File: config.mk
export PLATFORM = sky130hd
export DESIGN_NAME = button_press_classifier_top
export DESIGN_NICKNAME = d
export VERILOG_FILES = /design/src/hw/rtl/bpc_pkg.sv /design/src/hw/rtl/bpc_classify.sv /design/src/hw/rtl/button_press_classifier_top.sv
export SDC_FILE = /design/constraint.sdc
export NUM_CORES = 1
export LEC_CHECK = 0
export BUFFER_PORTS_ARGS = -buffer_cell sky130_fd_sc_hd__buf_2
export CAP_MARGIN = 5
export CORE_UTILIZATION = 49
export DETAILED_ROUTE_END_ITERATION = 7
export PLACE_DENSITY_LB_ADDON = 0.05
export SYNTH_ARGS = -nofsm -noshare
export SYNTH_HDL_FRONTEND = slang
export SYNTH_SLANG_ARGS = --single-unit
File: constraint.sdc
create_clock -name clk_i -period 9.11 [get_ports clk_i]
set_clock_uncertainty 0.1 [all_clocks]
set_input_delay 0.911 -clock clk_i [delete_from_list [all_inputs] [get_ports clk_i]]
set_output_delay 0.911 -clock clk_i [all_outputs]
set_load 0.02 [all_outputs]
File: src/hw/rtl/bpc_pkg.sv
// Shared types and constants for the button press classifier.
// Holds the sample and event word layouts, configuration fields and codes.
// No dependencies; every other file refers to it by scoped names.
package bpc_pkg;

  // Widths fixed by the word formats.
  localparam int unsigned SLOT_W     = 3;
  localparam int unsigned NOW_W      = 32;
  localparam int unsigned FIRED_W    = 3;
  localparam int unsigned CFG_IDX_W  = 3;
  localparam int unsigned CFG_DATA_W = 16;

  // Event kinds; the kind code is also its bit in the fired mask.
  typedef enum logic [1:0] {
    KIND_SHORT     = 2'd0,
    KIND_LONG      = 2'd1,
    KIND_VERY_LONG = 2'd2
  } bpc_kind_e;

  // Configuration register indexes.
  localparam logic [CFG_IDX_W-1:0] CFG_SLOTS_IN_USE   = 3'd0;
  localparam logic [CFG_IDX_W-1:0] CFG_DEBOUNCE_TIME  = 3'd1;
  localparam logic [CFG_IDX_W-1:0] CFG_SHORT_MIN_TIME = 3'd2;
  localparam logic [CFG_IDX_W-1:0] CFG_SHORT_MAX_TIME = 3'd3;
  localparam logic [CFG_IDX_W-1:0] CFG_LONG_TIME      = 3'd4;
  localparam logic [CFG_IDX_W-1:0] CFG_VERY_LONG_TIME = 3'd5;

  // Configuration reset values.
  localparam logic [3:0]            RST_SLOTS_IN_USE   = 4'd8;
  localparam logic [CFG_DATA_W-1:0] RST_DEBOUNCE_TIME  = 16'd30;
  localparam logic [CFG_DATA_W-1:0] RST_SHORT_MIN_TIME = 16'd40;
  localparam logic [CFG_DATA_W-1:0] RST_SHORT_MAX_TIME = 16'd1000;
  localparam logic [CFG_DATA_W-1:0] RST_LONG_TIME      = 16'd2000;
  localparam logic [CFG_DATA_W-1:0] RST_VERY_LONG_TIME = 16'd6000;

  // Configuration register set.
  typedef struct packed {
    logic [3:0]            slots_in_use;
    logic [CFG_DATA_W-1:0] debounce_time;
    logic [CFG_DATA_W-1:0] short_min_time;
    logic [CFG_DATA_W-1:0] short_max_time;
    logic [CFG_DATA_W-1:0] long_time;
    logic [CFG_DATA_W-1:0] very_long_time;
  } bpc_cfg_t;

  // Input word: one sample of one slot.
  typedef struct packed {
    logic [SLOT_W-1:0] slot;
    logic              level_pressed;
    logic [NOW_W-1:0]  now_ms;
  } bpc_in_t;

  // Output word: one press event.
  typedef struct packed {
    logic [SLOT_W-1:0] event_slot;
    logic [1:0]        event_kind;
  } bpc_out_t;

endpackage

File: src/hw/rtl/bpc_classify.sv
// Per-sample debounce and press classification for one slot's state.
// Pure combinational next-state and event logic; the caller holds the state.
// Depends on bpc_pkg.
module bpc_classify #(
  parameter int unsigned NUM_SLOTS = 8,
  parameter int unsigned TIME_BITS = 32
) (
  input  bpc_pkg::bpc_cfg_t                cfg_i,
  input  bpc_pkg::bpc_in_t                 sample_i,
  input  logic                             raw_i,
  input  logic                             deb_i,
  input  logic [TIME_BITS-1:0]             chg_i,
  input  logic [TIME_BITS-1:0]             ps_i,
  input  logic [bpc_pkg::FIRED_W-1:0]      fired_i,
  output logic                             upd_o,
  output logic                             raw_o,
  output logic                             deb_o,
  output logic [TIME_BITS-1:0]             chg_o,
  output logic [TIME_BITS-1:0]             ps_o,
  output logic [bpc_pkg::FIRED_W-1:0]      fired_o,
  output logic                             evt_vld_o,
  output bpc_pkg::bpc_kind_e               evt_kind_o
);

  localparam logic [6:0] NUM_SLOTS_V = 7'(NUM_SLOTS);

  logic                 slot_ok;
  logic                 lvl;
  logic                 changed;
  logic                 stable;
  logic [TIME_BITS-1:0] now_t;
  logic [TIME_BITS-1:0] since_chg;
  logic [TIME_BITS-1:0] held;
  logic                 evt_vld;

  // A slot counts only when it is enabled and exists.
  assign slot_ok = ({1'b0, sample_i.slot} < cfg_i.slots_in_use) &&
                   ({4'd0, sample_i.slot} < NUM_SLOTS_V);
  assign upd_o   = slot_ok;

  // Time differences wrap at the width of the time registers.
  assign lvl       = sample_i.level_pressed;
  assign now_t     = TIME_BITS'(sample_i.now_ms);
  assign changed   = (lvl != raw_i);
  assign since_chg = now_t - chg_i;
  assign held      = now_t - ps_i;
  assign stable    = (since_chg >= TIME_BITS'(cfg_i.debounce_time));

  // Debounce state update and event selection.
  always_comb begin
    raw_o      = raw_i;
    deb_o      = deb_i;
    chg_o      = chg_i;
    ps_o       = ps_i;
    fired_o    = fired_i;
    evt_vld    = 1'b0;
    evt_kind_o = bpc_pkg::KIND_SHORT;
    if (changed) begin
      // A new raw level only restarts the debounce timer.
      raw_o = lvl;
      chg_o = now_t;
    end else if (stable) begin
      if (lvl && !deb_i) begin
        // Debounced press: start the hold and clear the fired mask.
        deb_o   = 1'b1;
        ps_o    = now_t;
        fired_o = '0;
      end else if (!lvl && deb_i) begin
        // Debounced release: short press if the hold fits and nothing fired.
        deb_o = 1'b0;
        if ((held >= TIME_BITS'(cfg_i.short_min_time)) &&
            (held <  TIME_BITS'(cfg_i.short_max_time)) &&
            (fired_i == '0)) begin
          evt_vld    = 1'b1;
          evt_kind_o = bpc_pkg::KIND_SHORT;
        end
      end else if (lvl && deb_i) begin
        // Held: very long takes precedence over long.
        if ((held >= TIME_BITS'(cfg_i.very_long_time)) &&
            !fired_i[bpc_pkg::KIND_VERY_LONG]) begin
          evt_vld    = 1'b1;
          evt_kind_o = bpc_pkg::KIND_VERY_LONG;
        end else if ((held >= TIME_BITS'(cfg_i.long_time)) &&
                     !fired_i[bpc_pkg::KIND_LONG]) begin
          evt_vld    = 1'b1;
          evt_kind_o = bpc_pkg::KIND_LONG;
        end
      end
    end
    if (evt_vld) begin
      fired_o = fired_o | (bpc_pkg::FIRED_W'(1) << evt_kind_o);
    end
  end

  assign evt_vld_o = evt_vld && slot_ok;

endmodule

File: src/hw/rtl/button_press_classifier_top.sv
// Top level of the button press classifier: channels, registers, slot state.
// Instantiates bpc_classify; depends on bpc_pkg.
//
// Usage:
//   Input channel (in_valid_i / in_stall_o / in_word_i) carries one sample
//   word per slot: slot index, pressed bit and millisecond time. Output
//   channel (out_valid_o / out_stall_i / out_word_o) carries a press event
//   word: slot and kind (short, long, very long). A sample yields zero or
//   one event.
//   A word accepted on the input sits in the input register and is then
//   classified against the slot's stored state; that state is updated at
//   the same edge at which any event is loaded into the output register.
//   Unless an event waits on a stalled output, one word per cycle is
//   sustained, set by the single read-modify-write of per-slot state.
//   When the receiver stalls, the event waits in the output register; one
//   more sample is held in the input register, and the input stalls only
//   when that sample would produce a second event.
//   Reset clears all slots to released with zero times and restores the
//   default configuration; no warm-up pass is needed. The configuration
//   channel is always ready and should be written only while idle.
module button_press_classifier_top #(
  parameter int unsigned NUM_SLOTS = 8,
  parameter int unsigned TIME_BITS = 32
) (
  input  logic                              clk_i,
  input  logic                              rst_ni,
  input  logic                              in_valid_i,
  output logic                              in_stall_o,
  input  bpc_pkg::bpc_in_t                  in_word_i,
  output logic                              out_valid_o,
  input  logic                              out_stall_i,
  output bpc_pkg::bpc_out_t                 out_word_o,
  input  logic                              cfg_valid_i,
  output logic                              cfg_ready_o,
  input  logic [bpc_pkg::CFG_IDX_W-1:0]     cfg_index_i,
  input  logic [bpc_pkg::CFG_DATA_W-1:0]    cfg_data_i
);

  localparam int unsigned IDX_W = (NUM_SLOTS > 1) ? $clog2(NUM_SLOTS) : 1;

  bpc_pkg::bpc_cfg_t cfg_q;

  bpc_pkg::bpc_in_t  in_q;
  logic              in_vld_q;
  logic              in_vld_d;
  bpc_pkg::bpc_out_t out_q;
  logic              out_vld_q;
  logic              out_vld_d;

  logic                        raw_q   [NUM_SLOTS];
  logic                        deb_q   [NUM_SLOTS];
  logic [TIME_BITS-1:0]        chg_q   [NUM_SLOTS];
  logic [TIME_BITS-1:0]        ps_q    [NUM_SLOTS];
  logic [bpc_pkg::FIRED_W-1:0] fired_q [NUM_SLOTS];

  logic [IDX_W-1:0]            rd_idx;
  logic                        upd;
  logic                        raw_d;
  logic                        deb_d;
  logic [TIME_BITS-1:0]        chg_d;
  logic [TIME_BITS-1:0]        ps_d;
  logic [bpc_pkg::FIRED_W-1:0] fired_d;
  logic                        evt_vld;
  bpc_pkg::bpc_kind_e          evt_kind;
  logic                        proc;
  logic                        in_acc;

  // Configuration registers; writes beyond the list are dropped.
  assign cfg_ready_o = 1'b1;

  always_ff @(posedge clk_i or negedge rst_ni) begin
    if (!rst_ni) begin
      cfg_q.slots_in_use   <= bpc_pkg::RST_SLOTS_IN_USE;
      cfg_q.debounce_time  <= bpc_pkg::RST_DEBOUNCE_TIME;
      cfg_q.short_min_time <= bpc_pkg::RST_SHORT_MIN_TIME;
      cfg_q.short_max_time <= bpc_pkg::RST_SHORT_MAX_TIME;
      cfg_q.long_time      <= bpc_pkg::RST_LONG_TIME;
      cfg_q.very_long_time <= bpc_pkg::RST_VERY_LONG_TIME;
    end else if (cfg_valid_i && cfg_ready_o) begin
      case (cfg_index_i)
        bpc_pkg::CFG_SLOTS_IN_USE:   cfg_q.slots_in_use   <= cfg_data_i[3:0];
        bpc_pkg::CFG_DEBOUNCE_TIME:  cfg_q.debounce_time  <= cfg_data_i;
        bpc_pkg::CFG_SHORT_MIN_TIME: cfg_q.short_min_time <= cfg_data_i;
        bpc_pkg::CFG_SHORT_MAX_TIME: cfg_q.short_max_time <= cfg_data_i;
        bpc_pkg::CFG_LONG_TIME:      cfg_q.long_time      <= cfg_data_i;
        bpc_pkg::CFG_VERY_LONG_TIME: cfg_q.very_long_time <= cfg_data_i;
        default: begin
        end
      endcase
    end
  end

  // Read the addressed slot; out-of-range slots are masked by the classifier.
  assign rd_idx = IDX_W'(in_q.slot);

  bpc_classify #(
    .NUM_SLOTS (NUM_SLOTS),
    .TIME_BITS (TIME_BITS)
  ) u_classify (
    .cfg_i      (cfg_q),
    .sample_i   (in_q),
    .raw_i      (raw_q[rd_idx]),
    .deb_i      (deb_q[rd_idx]),
    .chg_i      (chg_q[rd_idx]),
    .ps_i       (ps_q[rd_idx]),
    .fired_i    (fired_q[rd_idx]),
    .upd_o      (upd),
    .raw_o      (raw_d),
    .deb_o      (deb_d),
    .chg_o      (chg_d),
    .ps_o       (ps_d),
    .fired_o    (fired_d),
    .evt_vld_o  (evt_vld),
    .evt_kind_o (evt_kind)
  );

  // The held word is processed unless its event would find the output full.
  assign proc       = in_vld_q && (!out_vld_q || !out_stall_i || !evt_vld);
  assign in_stall_o = in_vld_q && !proc;
  assign in_acc     = in_valid_i && !in_stall_o;
  assign in_vld_d   = in_acc ? 1'b1 : (proc ? 1'b0 : in_vld_q);

  // Input register.
  always_ff @(posedge clk_i or negedge rst_ni) begin
    if (!rst_ni) begin
      in_vld_q <= 1'b0;
    end else begin
      in_vld_q <= in_vld_d;
    end
  end

  always_ff @(posedge clk_i) begin
    if (in_acc) begin
      in_q <= in_word_i;
    end
  end

  // Per-slot state, cleared to released at reset.
  always_ff @(posedge clk_i or negedge rst_ni) begin
    if (!rst_ni) begin
      for (int i = 0; i < NUM_SLOTS; i++) begin
        raw_q[i]   <= 1'b0;
        deb_q[i]   <= 1'b0;
        chg_q[i]   <= '0;
        ps_q[i]    <= '0;
        fired_q[i] <= '0;
      end
    end else if (proc && upd) begin
      raw_q[rd_idx]   <= raw_d;
      deb_q[rd_idx]   <= deb_d;
      chg_q[rd_idx]   <= chg_d;
      ps_q[rd_idx]    <= ps_d;
      fired_q[rd_idx] <= fired_d;
    end
  end

  // Output register holds an event until the receiver takes it.
  assign out_vld_d = (proc && evt_vld) ? 1'b1 : (out_stall_i ? out_vld_q : 1'b0);

  always_ff @(posedge clk_i or negedge rst_ni) begin
    if (!rst_ni) begin
      out_vld_q <= 1'b0;
    end else begin
      out_vld_q <= out_vld_d;
    end
  end

  always_ff @(posedge clk_i) begin
    if (proc && evt_vld) begin
      out_q.event_slot <= in_q.slot;
      out_q.event_kind <= evt_kind;
    end
  end

  assign out_valid_o = out_vld_q;
  assign out_word_o  = out_q;

`ifndef SYNTHESIS
  // An event carries the slot of the sample that caused it.
  a_evt_slot: assert property (@(posedge clk_i) disable iff (!rst_ni)
    (proc && evt_vld) |=> (out_vld_q && out_q.event_slot == $past(in_q.slot)))
    else $error("event slot does not match its sample");

  // After an event, its kind is marked fired for that slot.
  a_evt_fired: assert property (@(posedge clk_i) disable iff (!rst_ni)
    (proc && evt_vld) |=> fired_q[$past(rd_idx)][out_q.event_kind])
    else $error("fired mask not updated after event");

  // A slot out of use never produces an event.
  a_no_evt_unused: assert property (@(posedge clk_i) disable iff (!rst_ni)
    (in_vld_q && !upd) |-> !evt_vld)
    else $error("event from a slot out of use");

  // A held sample that is not processed stays in the input register.
  a_in_hold: assert property (@(posedge clk_i) disable iff (!rst_ni)
    (in_vld_q && !proc) |=> (in_vld_q && $stable(in_q)))
    else $error("held sample lost or changed");
`endif

endmodule

==> flow_summary.toml, run 1 <==
[critical_path]
crit_required_ns = 8.10
cp-end-kind = "output pin"
worstPathArrival_ns = 7.73
rrSetupSlack_ns = 0.97
worstSetupPathType = "flip-flop to output pin"
cp_slowest_cell = "edfxtp_1"
critPathMaxStageDelay_ns = 0.51
reg2reg_from = "rd_idx[2]"
rr_worst_depth = 29
r2r-end = "fired_q[22]"
crit_start = "rd_idx[2]"
crit_fanout = 11
worstSetupStartpointType = "flip-flop"
crit_end = "in_stall_o"

[routing]
ant_nets = 0
routedWlPerCell_um = 26.4
vias_per_cell = 6.17
vias = 24500
wl_um = 105000
drcViolationCount = 0
first_iter_violations = 1995
first_pass_iters = 8

[cells_and_area]
fin_util_pct = 56.9
final_nets = 3187
fin_area_um2 = 39300
seq_area_um2 = 17200
multi_input_comb_area_um2 = 16400
fill_cells = 5751
syn_to_final_growth_pct = 14.0
fin_cells = 3972
drive_gt1_share_pct = 31.2

[clock_network]
cts-root-buf = "clkbuf_16"
htree_levels = 3
clock_path_buffers = 3
clk_pin_slew_ns = 0.06
clkSinkCount = 679
postCtsHoldBufs = 0
insertion_delay_ns = 0.64
cts_tree = "yes"
cts_made_buffers = 76

[sta]
fin_ws_ns = 0.366
hold_violations = 0
period_share_pct = 96.0
setup_viol = 0
fmax_ghz = 0.114
tightest_slew_ns = 1.10
min_period_ns = 8.74
drv_slew = 0
maxSlewHeadroom_pct = 26.1

[die]
die_w_um = 267
coreArea_um2 = 69100
io_pins = 68
die_y_um = 267
rows = 96
dieArea_um2 = 71400
start_util_pct = 49.9

[placed_design]
gp_congestion = 0.915
io_buffer_count = 66
dp_cells = 3807
placed_area_um2 = 36200
dpl.hpwl_um = 66700
detailedPlace.worstSlack_ns = 0.575

[synthesis]
synth_most_common_cell = "dfrtp_1"
ys_top_cells_by_count = "dfrtp_1 (612), mux2_2 (594), a22oi_1 (214)"
yosysSeqAreaShare_pct = 50.0
syn_inst = 2907
synth_cell_type_count = 73
synthArstFlopShare_pct = 94.0
ys_warn_count = 0
syn-num-nets = 3116
synth_area_um2 = 34500
ys_ff_latch = 679
yosysTopAreaCellShare_pct = 44.5
synth_enable_flop_cells = 41
synth_flop_cell = "dfrtp_1"
synth_top_area_cell = "dfrtp_1"
synth_area_leaders = "dfrtp_1 (44%), mux2_2 (19%), ha_1 (5.3%), a22oi_1 (4.7%), edfxtp_1 (3.6%)"
syn_avg_cell_area_um2 = 11.9

[global_routing]
grt_pass1_vias = 24900
grt_overflow = 0
grt_max_degree = 171
use_met3_pct = 5.08
met2_usage_pct = 46.9
grtUsageMet1_pct = 40.5
grt_use_total_pct = 29.5
antenna_found_initial = 4
grt.busiest_layer = "met2"
grt_pass1_wl_um = 157000

[job]
max-cap-violations = 0

[worst_hold_path]
hold_class = "input pin to asynchronous set/reset pin"

[power_and_ir_drop]
p_leak_nw = 16.9
power_mw = 13.5
max-vdd-ir-drop_uv = 190
p_per_area_nw_per_um2 = 344

[run_status]
status = "finished clean"
worst max-delay path: cells and delay by family, from the launching register on:
family          cells  cell delay [ns]
xor+xnor            1             0.15
compound gates      8             1.50
fa+ha+maj           3             1.06
buf+inv             3             0.66
simple gates       14             3.22
flops               1             0.51
routing by layer:
metal	vias to the layer above	part of all wire, %
met1	12700	44
li1	10900	-
met3	199	6.0
met2	698	46
met5	-	0.019
met4	2	3.6
how the worst min path moves through the flow:
stage	endpoint	slack, ns	cells after the start
detailed placement	chg_q[29]	0.39	1
finish	cfg_q[19]	0.16	1
CTS	cfg_q[19]	0.22	1
global route	cfg_q[21]	0.22	1
floorplan	out_word_o[2]	0.34	0
global placement	chg_q[29]	0.37	1
power by group:
group	leakage (nW)	internal, mW	total [mW]	switching, mW
Sequential	8.31	4.37	5.06	0.688
Clock	1.35	2.03	3.33	1.30
Combinational	7.20	2.27	5.12	2.85
Total	16.9	8.66	13.5	4.84
state kept, by name, summed over array words and instances, names as in the netlist, 3 cells and up:
signal / flops
raw_q: 8
fired_q: 24
chg_q: 256
out_word_o: 5
cfg_q: 84
rd_idx: 3
ps_q: 256
in_q: 33
deb_q: 8
logic make-up after synthesis:
kind of cell | after synthesis | share of synthesized area [%]
xor+xnor | 43 | 1.09
mux | 612 | 20.0
fa+ha+maj | 149 | 5.45
compound gates | 673 | 13.1
simple gates | 477 | 7.21
other cells | 1 | 0.0109
buf+inv | 273 | 3.15
flops | 679 | 50.0
cell type report:
class,count,share of cell area [%]
clock buffer,106,5.64
antenna,1,0.00637
sequential,679,43.9
clock inverter,34,1.36
tap,931,2.97
inverter,104,0.994
multi-input combinational,1957,41.7
timing repair buffer,160,3.49
metrics by stage:
step / TNS (ns) / hold WS (ns)
after detailed placement: 0 / 0.389
after global placement: 0 / 0.369
after floorplan: 0 / 0.339
after global routing: -0.00772 / 0.224
final: 0 / 0.161
after CTS: 0 / 0.220
timing repair:
item / 4_1_cts / 5_1_grt
gates cloned: 1 / 2
setup endpoints to repair: 1 / 1
pin swaps: 0 / 4
resized for setup: 3 / 6
setup buffers: 0 / 21
layout by cell type, fill, tap and decap left out, drive strengths merged, types with 11 or more instances in the layout:
| cell | netlist | layout |
|---|---|---|
| o211ai | 12 | 12 |
| a21o | 30 | 30 |
| a22oi | 214 | 214 |
| a21oi | 168 | 168 |
| nor4 | 15 | 15 |
| and3 | 26 | 27 |
| mux2 | 597 | 597 |
| clkbuf | 106 | 106 |
| nand2b | 17 | 17 |
| nor2 | 127 | 127 |
| nand3 | 18 | 18 |
| a221oi | 24 | 24 |
| ha | 147 | 147 |
| o21ai | 101 | 101 |
| bufinv | 0 | 11 |
| inv | 104 | 107 |
| clkinv | 0 | 18 |
| a31oi | 20 | 20 |
| nor3b | 11 | 11 |
| nor3 | 20 | 20 |
| xnor2 | 29 | 29 |
| a22o | 28 | 28 |
| dfstp | 26 | 26 |
| xor2 | 14 | 14 |
| mux2i | 13 | 13 |
| dfrtp | 612 | 612 |
| edfxtp | 41 | 41 |
| nand4 | 26 | 26 |
| nand2 | 131 | 131 |
| buf | 63 | 159 |
| and4 | 40 | 40 |
No activity file was read; power rests on OpenSTA's default activity.
==> run 2, diff against run 1 <==
==> constraint.sdc (replaced) <==
create_clock -name clk_i -period 9.8 [get_ports clk_i]
set_clock_uncertainty 0.1 [all_clocks]
set_input_delay 0.98 -clock clk_i [delete_from_list [all_inputs] [get_ports clk_i]]
set_output_delay 0.98 -clock clk_i [all_outputs]
set_load 0.02 [all_outputs]
==> flow_summary.toml, run 2 (same netlist as run 1, synthesis figures left out) <==
[run_status]
status = "finished clean"

[die]
die_y_um = 267
dieArea_um2 = 71400
io_pins = 68
die_w_um = 267
rows = 96
coreArea_um2 = 69100
start_util_pct = 49.9

[cells_and_area]
syn_to_final_growth_pct = 12.0
diodes = 0
drive_gt1_share_pct = 29.9
layout_common_cells = "dfrtp_1 (612), mux2_2 (594), a22oi_1 (214), a21oi_1 (168), ha_1 (146)"
fill_cells = 5883
final_common_cell = "dfrtp_1"
multi_input_comb_area_um2 = 16300
fin_cells = 3933
final_nets = 3155
reg_top3 = "chg_q (256), ps_q (256), cfg_q (84)"
seq_area_um2 = 17200

[sta]
drv_slew = 0
setup_viol = 0
period_share_pct = 94.0
maxSlewHeadroom_pct = 21.7
rsz0062_at_grt = "no"
hold_slack_ns = 0.259
min_period_ns = 9.21
tightest_slew_ns = 1.16
hold_violations = 0
fmax_ghz = 0.109
setup_tns_ns = 0

[routing]
first_pass_iters = 6
wl_um = 105000
first_iter_violations = 1818
routedWlPerCell_um = 26.6
drcViolationCount = 0
ant_nets = 0
vias = 24600
vias_per_cell = 6.25

[power_and_ir_drop]
power_mw = 12.2
clkPwrFrac_pct = 23.0
intPower_mw = 7.78
p_comb_share_pct = 38.5
sw_frac_of_total_pct = 36.5
p_per_area_nw_per_um2 = 317
p_seq_share_pct = 38.5
power.switching_mw = 4.47
p_leak_nw = 16.5
max-vdd-ir-drop_uv = 153

[critical_path]
worstPathArrival_ns = 8.13
worstSetupStartpointType = "flip-flop"
rrSetupSlack_ns = 1.25
worstSetupPathType = "flip-flop to output pin"
cp-end-kind = "output pin"
crit_required_ns = 8.72
crit_fanout = 23

[worst_hold_path]
hold_class = "input pin to asynchronous set/reset pin"

[clock_network]
clk_pin_slew_ns = 0.06
cts-root-buf = "clkbuf_16"
cts_tree = "yes"
clock_path_buffers = 3
insertion_delay_ns = 0.64
cts_made_buffers = 75
clkSinkCount = 679
htree_levels = 3

[global_routing]
grt_overflow = 0
grt_use_total_pct = 29.8
grt_pass1_vias = 25200
antenna_found_initial = 1
grt_pass1_wl_um = 159000
grt_max_degree = 192

[job]
max-cap-violations = 0

[placed_design]
io_buffer_count = 66
dpl.hpwl_um = 67300
gp_congestion = 0.907
dp_cells = 3800
-- run 2: worst paths after layout --
path / start / endpoint / cells past startpoint
min reg2reg: chg_q[28] / chg_q[28] / 1
min in group clk_i: chg_q[28] / chg_q[28] / 1
max in group asynchronous: rst_ni / ps_q[217] / 3
min: rst_ni / cfg_q[54] / 1
max: rd_idx[2] / in_stall_o / 23
max reg2reg: rd_idx[2] / chg_q[119] / 27
-- run 2: critical path: stages, from the launching register on --
cell	delay, ns
edfxtp_1	0.65
inv_1	0.33
nor3_2	0.23
buf_4	0.44
buf_4	0.47
a22oi_1	0.17
and4_1	0.32
ha_1	0.48
nand2_1	0.18
nor4_1	0.35
o211ai_1	0.21
nand2_1	0.15
xor2_1	0.54
ha_1	0.37
nand3_1	0.17
nor3_1	0.13
nor4b_1	0.34
o311a_1	0.25
nand2_1	0.07
or4_1	0.42
a2bb2oi_1	0.18
and2_1	0.25
nor4_2	0.53
buf_2	0.27
-- run 2: timing repair --
item                                    CTS  global route
endpoints found under the setup margin    0             1
hold buffers                              0             0
gates resized for setup                   0             1
buffers inserted                          0             0
-- run 2: per-stage QoR --
step	setup WS (ns)	utilization (%)	cell area [µm²]
after floorplan	1.58	-	34500
after global placement	1.16	52.4	36200
after detailed placement	1.07	52.4	36200
after CTS	0.388	55.9	38600
after global routing	0.182	55.9	38600
final	0.586	55.9	38600
-- run 2: power groups by stage --
stage / sequential (mW) / clock [mW] / combinational [mW]
after floorplan: 4.53 / 0 / 3.41
after global placement: 4.68 / 0 / 4.53
after detailed placement: 4.74 / 0 / 4.67
after CTS: 4.70 / 2.86 / 4.69
after global routing: 4.86 / 2.97 / 5.19
final: 4.71 / 2.81 / 4.72
-- run 2: routing by layer --
layer / global-route usage [%] / part of all wire [%]
met4: 9.93 / 3.1
met3: 3.09 / 4.3
met1: 41.4 / 45
met2: 48.7 / 48
met5: 0 / 0
-- run 2: layout make-up --
cell class              instances  share of cell area, %
well taps                     931                   3.02
repair buffers                131                   2.86
clock inverters                19                  0.554
flip-flops and latches        679                   44.6
multi-input cells            1955                   42.2
inverters                     104                   1.01
clock buffers                 114                   5.71
